$ cat config.mk
export PLATFORM = sky130hd
export DESIGN_NAME = divisor_count_trial
export DESIGN_NICKNAME = d
export VERILOG_FILES = /design/src/hdl/dct_pkg.sv /design/src/hdl/divisor_count_trial.sv /design/src/hdl/dct_div_unit.sv
export VERILOG_INCLUDE_DIRS = /design/src /design/src/hdl
export SDC_FILE = /design/constraint.sdc
export NUM_CORES = 1
export LEC_CHECK = 0
export ABC_AREA = 1
export BUFFER_PORTS_ARGS = -buffer_cell sky130_fd_sc_hd__buf_2
export CORE_UTILIZATION = 52
export CTS_CLUSTER_DIAMETER = 120
export DETAILED_ROUTE_END_ITERATION = 10
export PLACE_DENSITY = 0.69
export SYNTH_ARGS = -nofsm -noshare
export SYNTH_HDL_FRONTEND = slang
export SYNTH_SLANG_ARGS = --single-unit
$ cat constraint.sdc
create_clock -name clock -period 3.4 [get_ports clock]
set_input_delay 0.17 -clock clock [delete_from_list [all_inputs] [get_ports clock]]
set_output_delay 0.17 -clock clock [all_outputs]
set_load 0.005 [all_outputs]
$ cat src/hdl/divisor_count_trial_assert.svh
// ---------------------------------------------------------------------------
// divisor_count_trial assertion macros
// Shorthand for clocked implication checks used by the divisor counter.
// ---------------------------------------------------------------------------
`ifndef DIVISOR_COUNT_TRIAL_ASSERT_SVH
`define DIVISOR_COUNT_TRIAL_ASSERT_SVH

// same-cycle implication
`define DCT_ASSERT_NOW(lbl, clk, rst, ante, cons) \
   lbl: assert property (@(posedge clk) disable iff (rst) (ante) |-> (cons)) \
      else $error("divisor_count_trial: same-cycle check failed");

// next-cycle implication
`define DCT_ASSERT_NEXT(lbl, clk, rst, ante, cons) \
   lbl: assert property (@(posedge clk) disable iff (rst) (ante) |=> (cons)) \
      else $error("divisor_count_trial: next-cycle check failed");

`endif

$ cat src/hdl/dct_pkg.sv
// ---------------------------------------------------------------------------
// dct_pkg
// Types and constants shared by the divisor counter modules.
// ---------------------------------------------------------------------------
package dct_pkg;

   localparam int NUMBER_WIDTH    = 31;
   localparam int TOTAL_WIDTH     = 11;
   localparam int REQ_TDATA_WIDTH = 32;
   localparam int RSP_TDATA_WIDTH = 16;

   localparam logic [TOTAL_WIDTH-1:0] TOTAL_MAX = 11'h7FF;

   typedef enum logic [1:0] {
      ST_IDLE,
      ST_START,
      ST_DIVIDE,
      ST_DONE
   } state_type;

   typedef struct packed {
      logic busy;
      logic done;
   } div_status_type;

endpackage

$ cat src/hdl/divisor_count_trial.sv
// ---------------------------------------------------------------------------
// divisor_count_trial
// Counts the distinct divisors of an integer by trial division.
// ---------------------------------------------------------------------------
// One word in on req_, one word out on rsp_. The low NUM_WIDTH bits of the
// number are used. Candidates i = 1, 2, ... are tried while i <= n / i;
// each one costs one pass of the shared bit-serial divider, which also
// yields the bound n / i. Zero gives 0 after one trial. The count
// saturates at 2047.
// req_tready is high only while the sequencer is idle; one item is worked
// on at a time. The result sits in an output register, so the next word is
// taken while a finished result still waits; the sequencer holds in its
// final state only if the register is still full when a second result is
// ready. Reset clears the sequencer and the output valid at once; no
// clearing pass is needed.
// ---------------------------------------------------------------------------
`include "divisor_count_trial_assert.svh"

module divisor_count_trial #(
   parameter int NUM_WIDTH = 31
) (
   input  logic                                clock,
   input  logic                                reset,
   input  logic                                req_tvalid,
   output logic                                req_tready,
   input  logic [dct_pkg::REQ_TDATA_WIDTH-1:0] req_tdata,  // [30:0] number
   output logic                                rsp_tvalid,
   input  logic                                rsp_tready,
   output logic [dct_pkg::RSP_TDATA_WIDTH-1:0] rsp_tdata   // [10:0] divisor_total
);
   import dct_pkg::*;

   localparam int EXT_WIDTH = NUM_WIDTH + NUMBER_WIDTH;

   state_type               state_ff, state_in;
   logic [NUM_WIDTH-1:0]    num_ff, num_in;
   logic [NUM_WIDTH-1:0]    trial_ff, trial_in;
   logic [TOTAL_WIDTH-1:0]  total_ff, total_in;
   logic                    rsp_valid_ff, rsp_valid_in;
   logic [TOTAL_WIDTH-1:0]  rsp_total_ff, rsp_total_in;
   logic [EXT_WIDTH-1:0]    number_ext;
   logic [TOTAL_WIDTH:0]    total_sum;
   logic                    accept;
   logic                    div_start;
   div_status_type          div_stat;
   logic [NUM_WIDTH-1:0]    div_quo;
   logic [NUM_WIDTH-1:0]    div_rem;

   dct_div_unit #(
      .NUM_WIDTH (NUM_WIDTH)
   ) u_div (
      .clock     (clock),
      .reset     (reset),
      .start     (div_start),
      .dividend  (num_ff),
      .divisor   (trial_ff),
      .status    (div_stat),
      .quotient  (div_quo),
      .remainder (div_rem)
   );

   assign number_ext = EXT_WIDTH'(req_tdata[NUMBER_WIDTH-1:0]);
   assign req_tready = (state_ff == ST_IDLE);
   assign accept     = req_tvalid && req_tready;

   always_comb begin
      state_in     = state_ff;
      num_in       = num_ff;
      trial_in     = trial_ff;
      total_in     = total_ff;
      rsp_valid_in = rsp_valid_ff && !rsp_tready;
      rsp_total_in = rsp_total_ff;
      div_start    = 1'b0;
      total_sum    = {1'b0, total_ff} + ((div_quo == trial_ff) ? 12'd1 : 12'd2);
      case (state_ff)
         ST_IDLE: begin
            if (accept) begin
               num_in   = number_ext[NUM_WIDTH-1:0];
               trial_in = NUM_WIDTH'(1);
               total_in = '0;
               state_in = ST_START;
            end
         end
         ST_START: begin
            div_start = 1'b1;
            state_in  = ST_DIVIDE;
         end
         ST_DIVIDE: begin
            if (div_stat.done) begin
               if (trial_ff > div_quo) begin
                  state_in = ST_DONE;
               end else begin
                  if (div_rem == '0) begin
                     total_in = (total_sum > {1'b0, TOTAL_MAX}) ? TOTAL_MAX
                                                               : total_sum[TOTAL_WIDTH-1:0];
                  end
                  trial_in = trial_ff + 1'b1;
                  state_in = ST_START;
               end
            end
         end
         ST_DONE: begin
            if (!rsp_valid_ff || rsp_tready) begin
               rsp_valid_in = 1'b1;
               rsp_total_in = total_ff;
               state_in     = ST_IDLE;
            end
         end
         default: begin
            state_in = ST_IDLE;
         end
      endcase
   end

   always_ff @(posedge clock) begin
      if (reset) begin
         state_ff     <= ST_IDLE;
         rsp_valid_ff <= 1'b0;
      end else begin
         state_ff     <= state_in;
         rsp_valid_ff <= rsp_valid_in;
      end
      num_ff       <= num_in;
      trial_ff     <= trial_in;
      total_ff     <= total_in;
      rsp_total_ff <= rsp_total_in;
   end

   assign rsp_tvalid = rsp_valid_ff;
   assign rsp_tdata  = RSP_TDATA_WIDTH'(rsp_total_ff);

   `DCT_ASSERT_NOW(a_done_in_divide, clock, reset, div_stat.done, state_ff == ST_DIVIDE)
   `DCT_ASSERT_NOW(a_trial_nonzero, clock, reset, div_start, trial_ff != '0)
   `DCT_ASSERT_NOW(a_idle_div_quiet, clock, reset, state_ff == ST_IDLE, !div_stat.busy)
   `DCT_ASSERT_NEXT(a_accept_init, clock, reset, accept,
                    state_ff == ST_START && total_ff == '0 && trial_ff == NUM_WIDTH'(1))

endmodule

$ cat src/hdl/dct_div_unit.sv
// ---------------------------------------------------------------------------
// dct_div_unit
// Restoring divider, one quotient bit per cycle, with start/done handshake.
// ---------------------------------------------------------------------------
module dct_div_unit #(
   parameter int NUM_WIDTH = 31
) (
   input  logic                    clock,
   input  logic                    reset,
   input  logic                    start,
   input  logic [NUM_WIDTH-1:0]    dividend,
   input  logic [NUM_WIDTH-1:0]    divisor,
   output dct_pkg::div_status_type status,
   output logic [NUM_WIDTH-1:0]    quotient,
   output logic [NUM_WIDTH-1:0]    remainder
);
   import dct_pkg::*;

   localparam int CNT_WIDTH = $clog2(NUM_WIDTH);

   logic [NUM_WIDTH-1:0] quo_ff, quo_in;
   logic [NUM_WIDTH-1:0] rem_ff, rem_in;
   logic [NUM_WIDTH-1:0] div_ff, div_in;
   logic [CNT_WIDTH-1:0] cnt_ff, cnt_in;
   logic                 busy_ff, busy_in;
   logic                 done_ff, done_in;
   logic [NUM_WIDTH:0]   shifted;
   logic [NUM_WIDTH:0]   diff;
   logic                 fits;

   always_comb begin
      shifted = {rem_ff, quo_ff[NUM_WIDTH-1]};
      diff    = shifted - {1'b0, div_ff};
      fits    = shifted >= {1'b0, div_ff};
      quo_in  = quo_ff;
      rem_in  = rem_ff;
      div_in  = div_ff;
      cnt_in  = cnt_ff;
      busy_in = busy_ff;
      done_in = 1'b0;
      if (start) begin
         quo_in  = dividend;
         rem_in  = '0;
         div_in  = divisor;
         cnt_in  = CNT_WIDTH'(NUM_WIDTH - 1);
         busy_in = 1'b1;
      end else if (busy_ff) begin
         quo_in = {quo_ff[NUM_WIDTH-2:0], fits};
         rem_in = fits ? diff[NUM_WIDTH-1:0] : shifted[NUM_WIDTH-1:0];
         cnt_in = cnt_ff - 1'b1;
         if (cnt_ff == '0) begin
            busy_in = 1'b0;
            done_in = 1'b1;
         end
      end
   end

   always_ff @(posedge clock) begin
      if (reset) begin
         busy_ff <= 1'b0;
         done_ff <= 1'b0;
      end else begin
         busy_ff <= busy_in;
         done_ff <= done_in;
      end
      quo_ff <= quo_in;
      rem_ff <= rem_in;
      div_ff <= div_in;
      cnt_ff <= cnt_in;
   end

   assign status.busy = busy_ff;
   assign status.done = done_ff;
   assign quotient    = quo_ff;
   assign remainder   = rem_ff;

endmodule
# Word level (Yosys, flattened, before mapping)
# Cells that the tools add are included.
[word_totals] out_inout_bits=18 input_bits=36 reg_bits=187 word_cells=71
[classes] n_eq_ne=9 magnitude_cmp=3 bitwise=1 n_reduce_logical=16 muxes=26 addsub=4
[op_table] cell="31-bit 2-to-1 mux" count=6
[op_table] cell="31-bit one-hot mux with 2 select lines" count=1
[op_table] cell="11-bit 2-to-1 mux" count=5
[op_table] cell="32-bit by 31-bit >= comparator with 1-bit output" count=1
[op_table] cell="31-bit by 1-bit adder with 31-bit output (second input constant)" count=1
[op_table] cell="31-bit equality test" count=1
[op_table] cell="31-bit greater-than comparator" count=1
[op_table] cell="31-bit zero test" count=1
[op_table] cell="31-bit subtractor" count=1
[op_table] cell="11-bit one-hot mux with 2 select lines" count=1
[op_table] cell="11-bit by 2-bit adder with 12-bit output" count=1
[op_table] cell="12-bit by 11-bit greater-than comparator with 1-bit output (second input constant)" count=1
[op_table] cell="2-bit 2-to-1 mux" count=5
[op_table] cell="2-bit one-hot mux with 4 select lines" count=1
[op_table] cell="1-bit 2-to-1 mux" count=7
[op_table] cell="2-bit != test (second input constant)" count=3
[op_table] cell="5-bit zero test" count=1
[op_table] cell="5-bit AND reduction" count=1
[op_table] cell="5-bit by 1-bit subtractor with 5-bit output (second input constant)" count=1
[op_table] cell="2-bit equality test (second input constant)" count=2
[op_table] cell="2-bit by 1-bit != test with 1-bit output (second input constant)" count=2
[op_table] cell="2-bit AND reduction" count=2
[op_table] cell="4-bit AND reduction" count=1
[op_table] cell="2-bit nonzero test" count=2
[op_table] cell="other kinds (8)" count=10

# Longest topological paths before layout
[depth] ltp_word=9 mapped_depth=19 ltp_nobuf=19

# Hierarchy
# Synthesis repeated with hierarchy kept, for this count alone.
[unflattened] cells_unflattened=1537 hier_area_um2=11800.1
[by_module_without_submodules] module="dct_div_unit" seq_area_each_um2=2622.5 cells_each=974 n_inst=1 area_per_inst_um2=6750.2
[by_module_without_submodules] module="divisor_count_trial" seq_area_each_um2=2582.5 cells_each=563 n_inst=1 area_per_inst_um2=5049.8

# Least setup slack after synthesis
# No wires, ideal clock.
[synth_path] path_type="reg2reg" start="register state_ff[0]" end="register num_ff[0], enable pin" period_less_slack_ps=2993 required_time_ps=2942 n_path_buf=0 arrival_time_ps=2536 setup_slack_ps=407 stages_incl_launch_ff=2 setup_ps=458 path_cell_list="dfxtp_1 > nor3_1"
[synth_via] elab_chain_cells=3
[synth_lines] element="start: declaration" line_no="divisor_count_trial.sv:35" text="state_type state_ff, state_in;"
[synth_lines] element="start signal: assignment" line_no="divisor_count_trial.sv:120" text="state_ff <= state_in;"
[synth_lines] element="2-bit zero test (*)" line_no="divisor_count_trial.sv:63, divisor_count_trial.sv:75"
[synth_lines] element="1-bit logical AND" line_no="divisor_count_trial.sv:64" text="assign accept = req_tvalid && req_tready;"
[synth_lines] element="2-bit AND reduction (no line) (*)"
[synth_lines] element="end signal: assignment" line_no="divisor_count_trial.sv:123" text="num_ff <= num_in;"
[synth_lines] element="end: declaration" line_no="divisor_count_trial.sv:36" text="logic [NUM_WIDTH-1:0] num_ff, num_in;"
# Every way passes the cells marked *; elsewhere a longest branch is shown, timed or not.
# A chain may end at the register's enable or synchronous reset.

# Final worst setup path
[layout_path] start="register trial_ff[24]" end="register total_ff[8], data pin"
[layout_via] elab_chain_cells=9
[layout_lines] element="start: declaration" line_no="divisor_count_trial.sv:37" text="logic [NUM_WIDTH-1:0] trial_ff, trial_in;"
[layout_lines] element="start signal: assignment" line_no="divisor_count_trial.sv:124" text="trial_ff <= trial_in;"
[layout_lines] element="31-bit equality test (*)" line_no="divisor_count_trial.sv:74" text="total_sum = {1'b0, total_ff} + ((div_quo == trial_ff) ? 12'd1 : 12'd2);"
[layout_lines] element="2-bit 2-to-1 mux (*)" line_no="divisor_count_trial.sv:74"
[layout_lines] element="11-bit by 2-bit adder with 12-bit output (*)" line_no="divisor_count_trial.sv:74"
[layout_lines] element="12-bit by 11-bit greater-than comparator with 1-bit output" line_no="divisor_count_trial.sv:94" text="total_in = (total_sum > {1'b0, TOTAL_MAX}) ? TOTAL_MAX"
[layout_lines] element="11-bit 2-to-1 mux (*)" line_no="divisor_count_trial.sv:94"
[layout_lines] element="11-bit 2-to-1 mux (*)" line_no="divisor_count_trial.sv:93" text="if (div_rem == '0) begin"
[layout_lines] element="11-bit 2-to-1 mux (*)" line_no="divisor_count_trial.sv:90" text="if (trial_ff > div_quo) begin"
[layout_lines] element="11-bit 2-to-1 mux (*)" line_no="divisor_count_trial.sv:89" text="if (div_stat.done) begin"
[layout_lines] element="11-bit one-hot mux with 2 select lines (*)" line_no="divisor_count_trial.sv:75" text="case (state_ff)"
[layout_lines] element="end signal: assignment" line_no="divisor_count_trial.sv:125" text="total_ff <= total_in;"
[layout_lines] element="end: declaration" line_no="divisor_count_trial.sv:38" text="logic [TOTAL_WIDTH-1:0] total_ff, total_in;"
# Every way passes the cells marked *; elsewhere a longest branch is shown, timed or not. The select of a mux whose other input is x is not followed.

==> results.md <==
* Number of detailed-route iterations in the first pass at 5
* Fillcell total at about 1900
* Worst Skew at between 15 and 20 ps
* Cell count after synthesis at 1447
* Hold WS at roughly 110 ps
* Status: finished, final reports clean
* Clock latency on the worst-skew pair at ~440 ps
* Nets at 1662
* H-tree levels at 4
* Worst path required time at between 3000 and 4000 ps
* Design area at approximately 13000 sq um
* Met2 Usage GRT at 0.409
* Register area share after synthesis at 0.456
* Core Area at 21300 sq um
* Synth Cell Area at 11400 sq um
* Vias per inst at about 5.1
* Worst VDD drop at approximately 0.47 mV
* # setup viols final at 0
* GR Util met3 at 0.0430
* Leak pwr at 6.22 nW
* Yosys cell types at 45
* Height of the die at between 150 and 200 um
* Final TNS setup at 0 ps
* CTS sink cnt at ~190
* Initial Util at 0.536
* Antenna fix cells at 0
* Largest net degree at the start of global routing at 50
* Max-slew violation count at 0
* Worst rel slew slack at 0.292
* WP data arrival at ~3400 ps
* FF+latch count, synth at between 150 and 200
* Crit end category: flop
* Remaining antenna violation count at 0
* 1st-iter DRT viols at around 570
* Max Fanout on Critical Path at 4
* Tcrit/Tclk final at 0.927
* Period minus WS final at 3150 ps
* Kind of critical path: flop to flop
* Routability Congestion at between 0.9 and 1
* Layout cells sized above 1 at 0.110
* Most Crowded Layer GR: met2
* Port Buffers at 47
* Final hold vios at 0
* Grt ovf at 0
* P&R area growth vs syn at 14.9%
* GRT Total Usage at 0.249
* DP HPWL at about 20 mm
* DR vias at approximately 9400
* Vias in the first global route at between 8000 and 9000
* Drt wl/cell at roughly 14 um
* Die area at 22500 sq um
* Post-CTS Setup Inserts at 0
* Die X at ~150 um
* HP Class: input port to flop
* First-pass GRT wire length at 43.1 mm
* Max Buffers Root-to-Sink at 2
* CTS clk-pin slew, worst paths at 80 ps
* Placed instance area at 12100 sq um
* Yosys warnings at 0
* Max_cap viols at 0
* Final wirelength at 26.3 mm
* Io pins at between 50 and 60
* Initial antenna violation count at 0
* RSZ-0062 raised after global routing: false
* Num rows at 53
* Reg2Reg Setup Slack at 250 ps
* Power per cell area at approximately 710 nW/um^2
* DRC errors left at 0
* Worst Tran Pin Value at 1060 ps
* Root buffer cell: clkbuf_16
* CTS tree: yes
* Cts bufs inserted at 17
* Met1 Track Usage GR at 0.332
* Highest clock rate at 317 MHz
* Worst setup SP type: flop
* Syn avg cell area at around 8 sq um
[layout by cell type, fill, tap and decap left out, types with 4 or more instances in the layout]
cell,Yosys,final
a21oi_1,64,64
a31oi_1,4,4
buf_2,9,47
buf_4,6,39
clkbuf_16,0,17
clkinv_8,0,6
clkinvlp_4,0,4
conb_1,1,5
dfxtp_1,41,41
dlygate4sd3_1,0,33
edfxtp_1,146,146
ha_1,66,66
inv_1,277,276
inv_2,4,5
nand2_1,416,416
nand2_2,12,12
nand3_1,101,99
nand3_2,2,4
nand4_1,27,27
nor2_1,85,81
nor2_2,8,11
nor2_4,4,5
nor3_1,20,17
nor3_2,2,5
nor3b_2,3,4
nor4_1,8,8
o21a_1,8,8
o21ai_0,51,51
o21ai_1,12,12
xnor2_1,16,16
xor2_1,6,6
[cells in the mapped netlist (all sizes together)]
master  count  area [sq um]
fa          2          40.0
or2         7          43.8
a31oi       4          25.0
nand3     103           526
ha         66           826
nand4      27           169
o21a        8          60.1
buf        20           146
xnor2      16           140
nand2     431          1670
conb        1          3.75
a211oi      1          7.51
a21oi      66           338
xor2        6          52.6
nand3b      2          15.0
o21ai      63           315
a22oi       1          7.51
o21bai      3          22.5
inv       281          1050
clkbuf     11          41.3
dfxtp      41           821
nor3b       6          60.1
clkinv      3          11.3
and3        2          12.5
a21boi      1          7.51
edfxtp    146          4380
nor3       23           136
nor2       97           414
and3b       1          8.76
nor4        8          50.1
[registers in the layout, indices dropped and copies added, names as in the netlist]
register	flops
u_div.remainder	31
u_div.quotient	31
u_div.busy_ff	1
rsp_total_ff	11
state_ff	2
u_div.done_ff	1
total_ff	11
u_div.cnt_ff	5
num_ff	31
u_div.div_ff	31
trial_ff	31
rsp_tvalid	1
[final cells by class]
class                   instances  area (sq um)  area share
clock buffers                  17           425      0.0324
well taps                     275           344      0.0262
clock inverters                15           200      0.0153
repair buffers                119           858      0.0655
multi-input cells             949          5010       0.382
flip-flops and latches        187          5200       0.397
inverters                     284          1070      0.0813
[power by group]
group | internal [W] | switching (W) | total, W
Combinational | 0.00131 | 0.00245 | 0.00376
Sequential | 0.00323 | 0.000296 | 0.00353
Clock | 0.00106 | 0.000996 | 0.00206
[per-layer routing]
layer	vias up	routed length [um]
met5	-	0
met4	0	667
met3	43	1150
met2	227	12000
met1	4247	12500
li1	4869	-
[per-stage QoR]
step	cells	utilization	total power, W	setup WS [ps]
CTS	1846	0.614	0.00936	59.7
floorplan	1451	-	0.00616	407
finish	1846	0.616	0.00935	248
detailed placement	1781	0.570	0.00724	82.0
global route	1846	0.616	0.0100	14.5
global placement	1781	0.570	0.00716	168
[critical path, stage by stage, from the launching register on]
cell and delay, ps:
edfxtp_1 420, ha_1 330, nand2_1 110, nor3_2 180, nor3b_2 200, nand3_2 150
inv_2 100, ha_1 170, inv_1 60, fa_1 420, nor2_2 180, nand3_2 120
nor2_2 180, a21boi_0 100, o21ai_0 160, inv_1 50
[cell families after synthesis]
| logic type | share of synthesized area |
|---|---|
| buffers and inverters | 0.110 |
| other | 0.000329 |
| xor gates and xnor gates | 0.0169 |
| adders and majority gates | 0.0759 |
| DFF | 0.456 |
| AOI/OAI and AO/OA | 0.0686 |
| and+or+nand+nor | 0.272 |
[worst paths after layout]
| kind | from | to | depth (start not counted) |
|---|---|---|---|
| setup reg to reg | trial_ff[24] | total_ff[8] | 15 |
| setup / recovery | trial_ff[24] | total_ff[8] | 15 |
| hold / removal | req_tvalid | state_ff[1] | 5 |
| hold reg to reg | u_div.remainder[18] | u_div.remainder[18] | 2 |
[repair_timing]
item,4_1_cts,5_1_grt
hold buffers,33,0
gates resized for setup,0,8
hold endpoints to repair,34,0
setup endpoints to repair,0,2
Note: power is estimated with default switching activity, not from simulation.
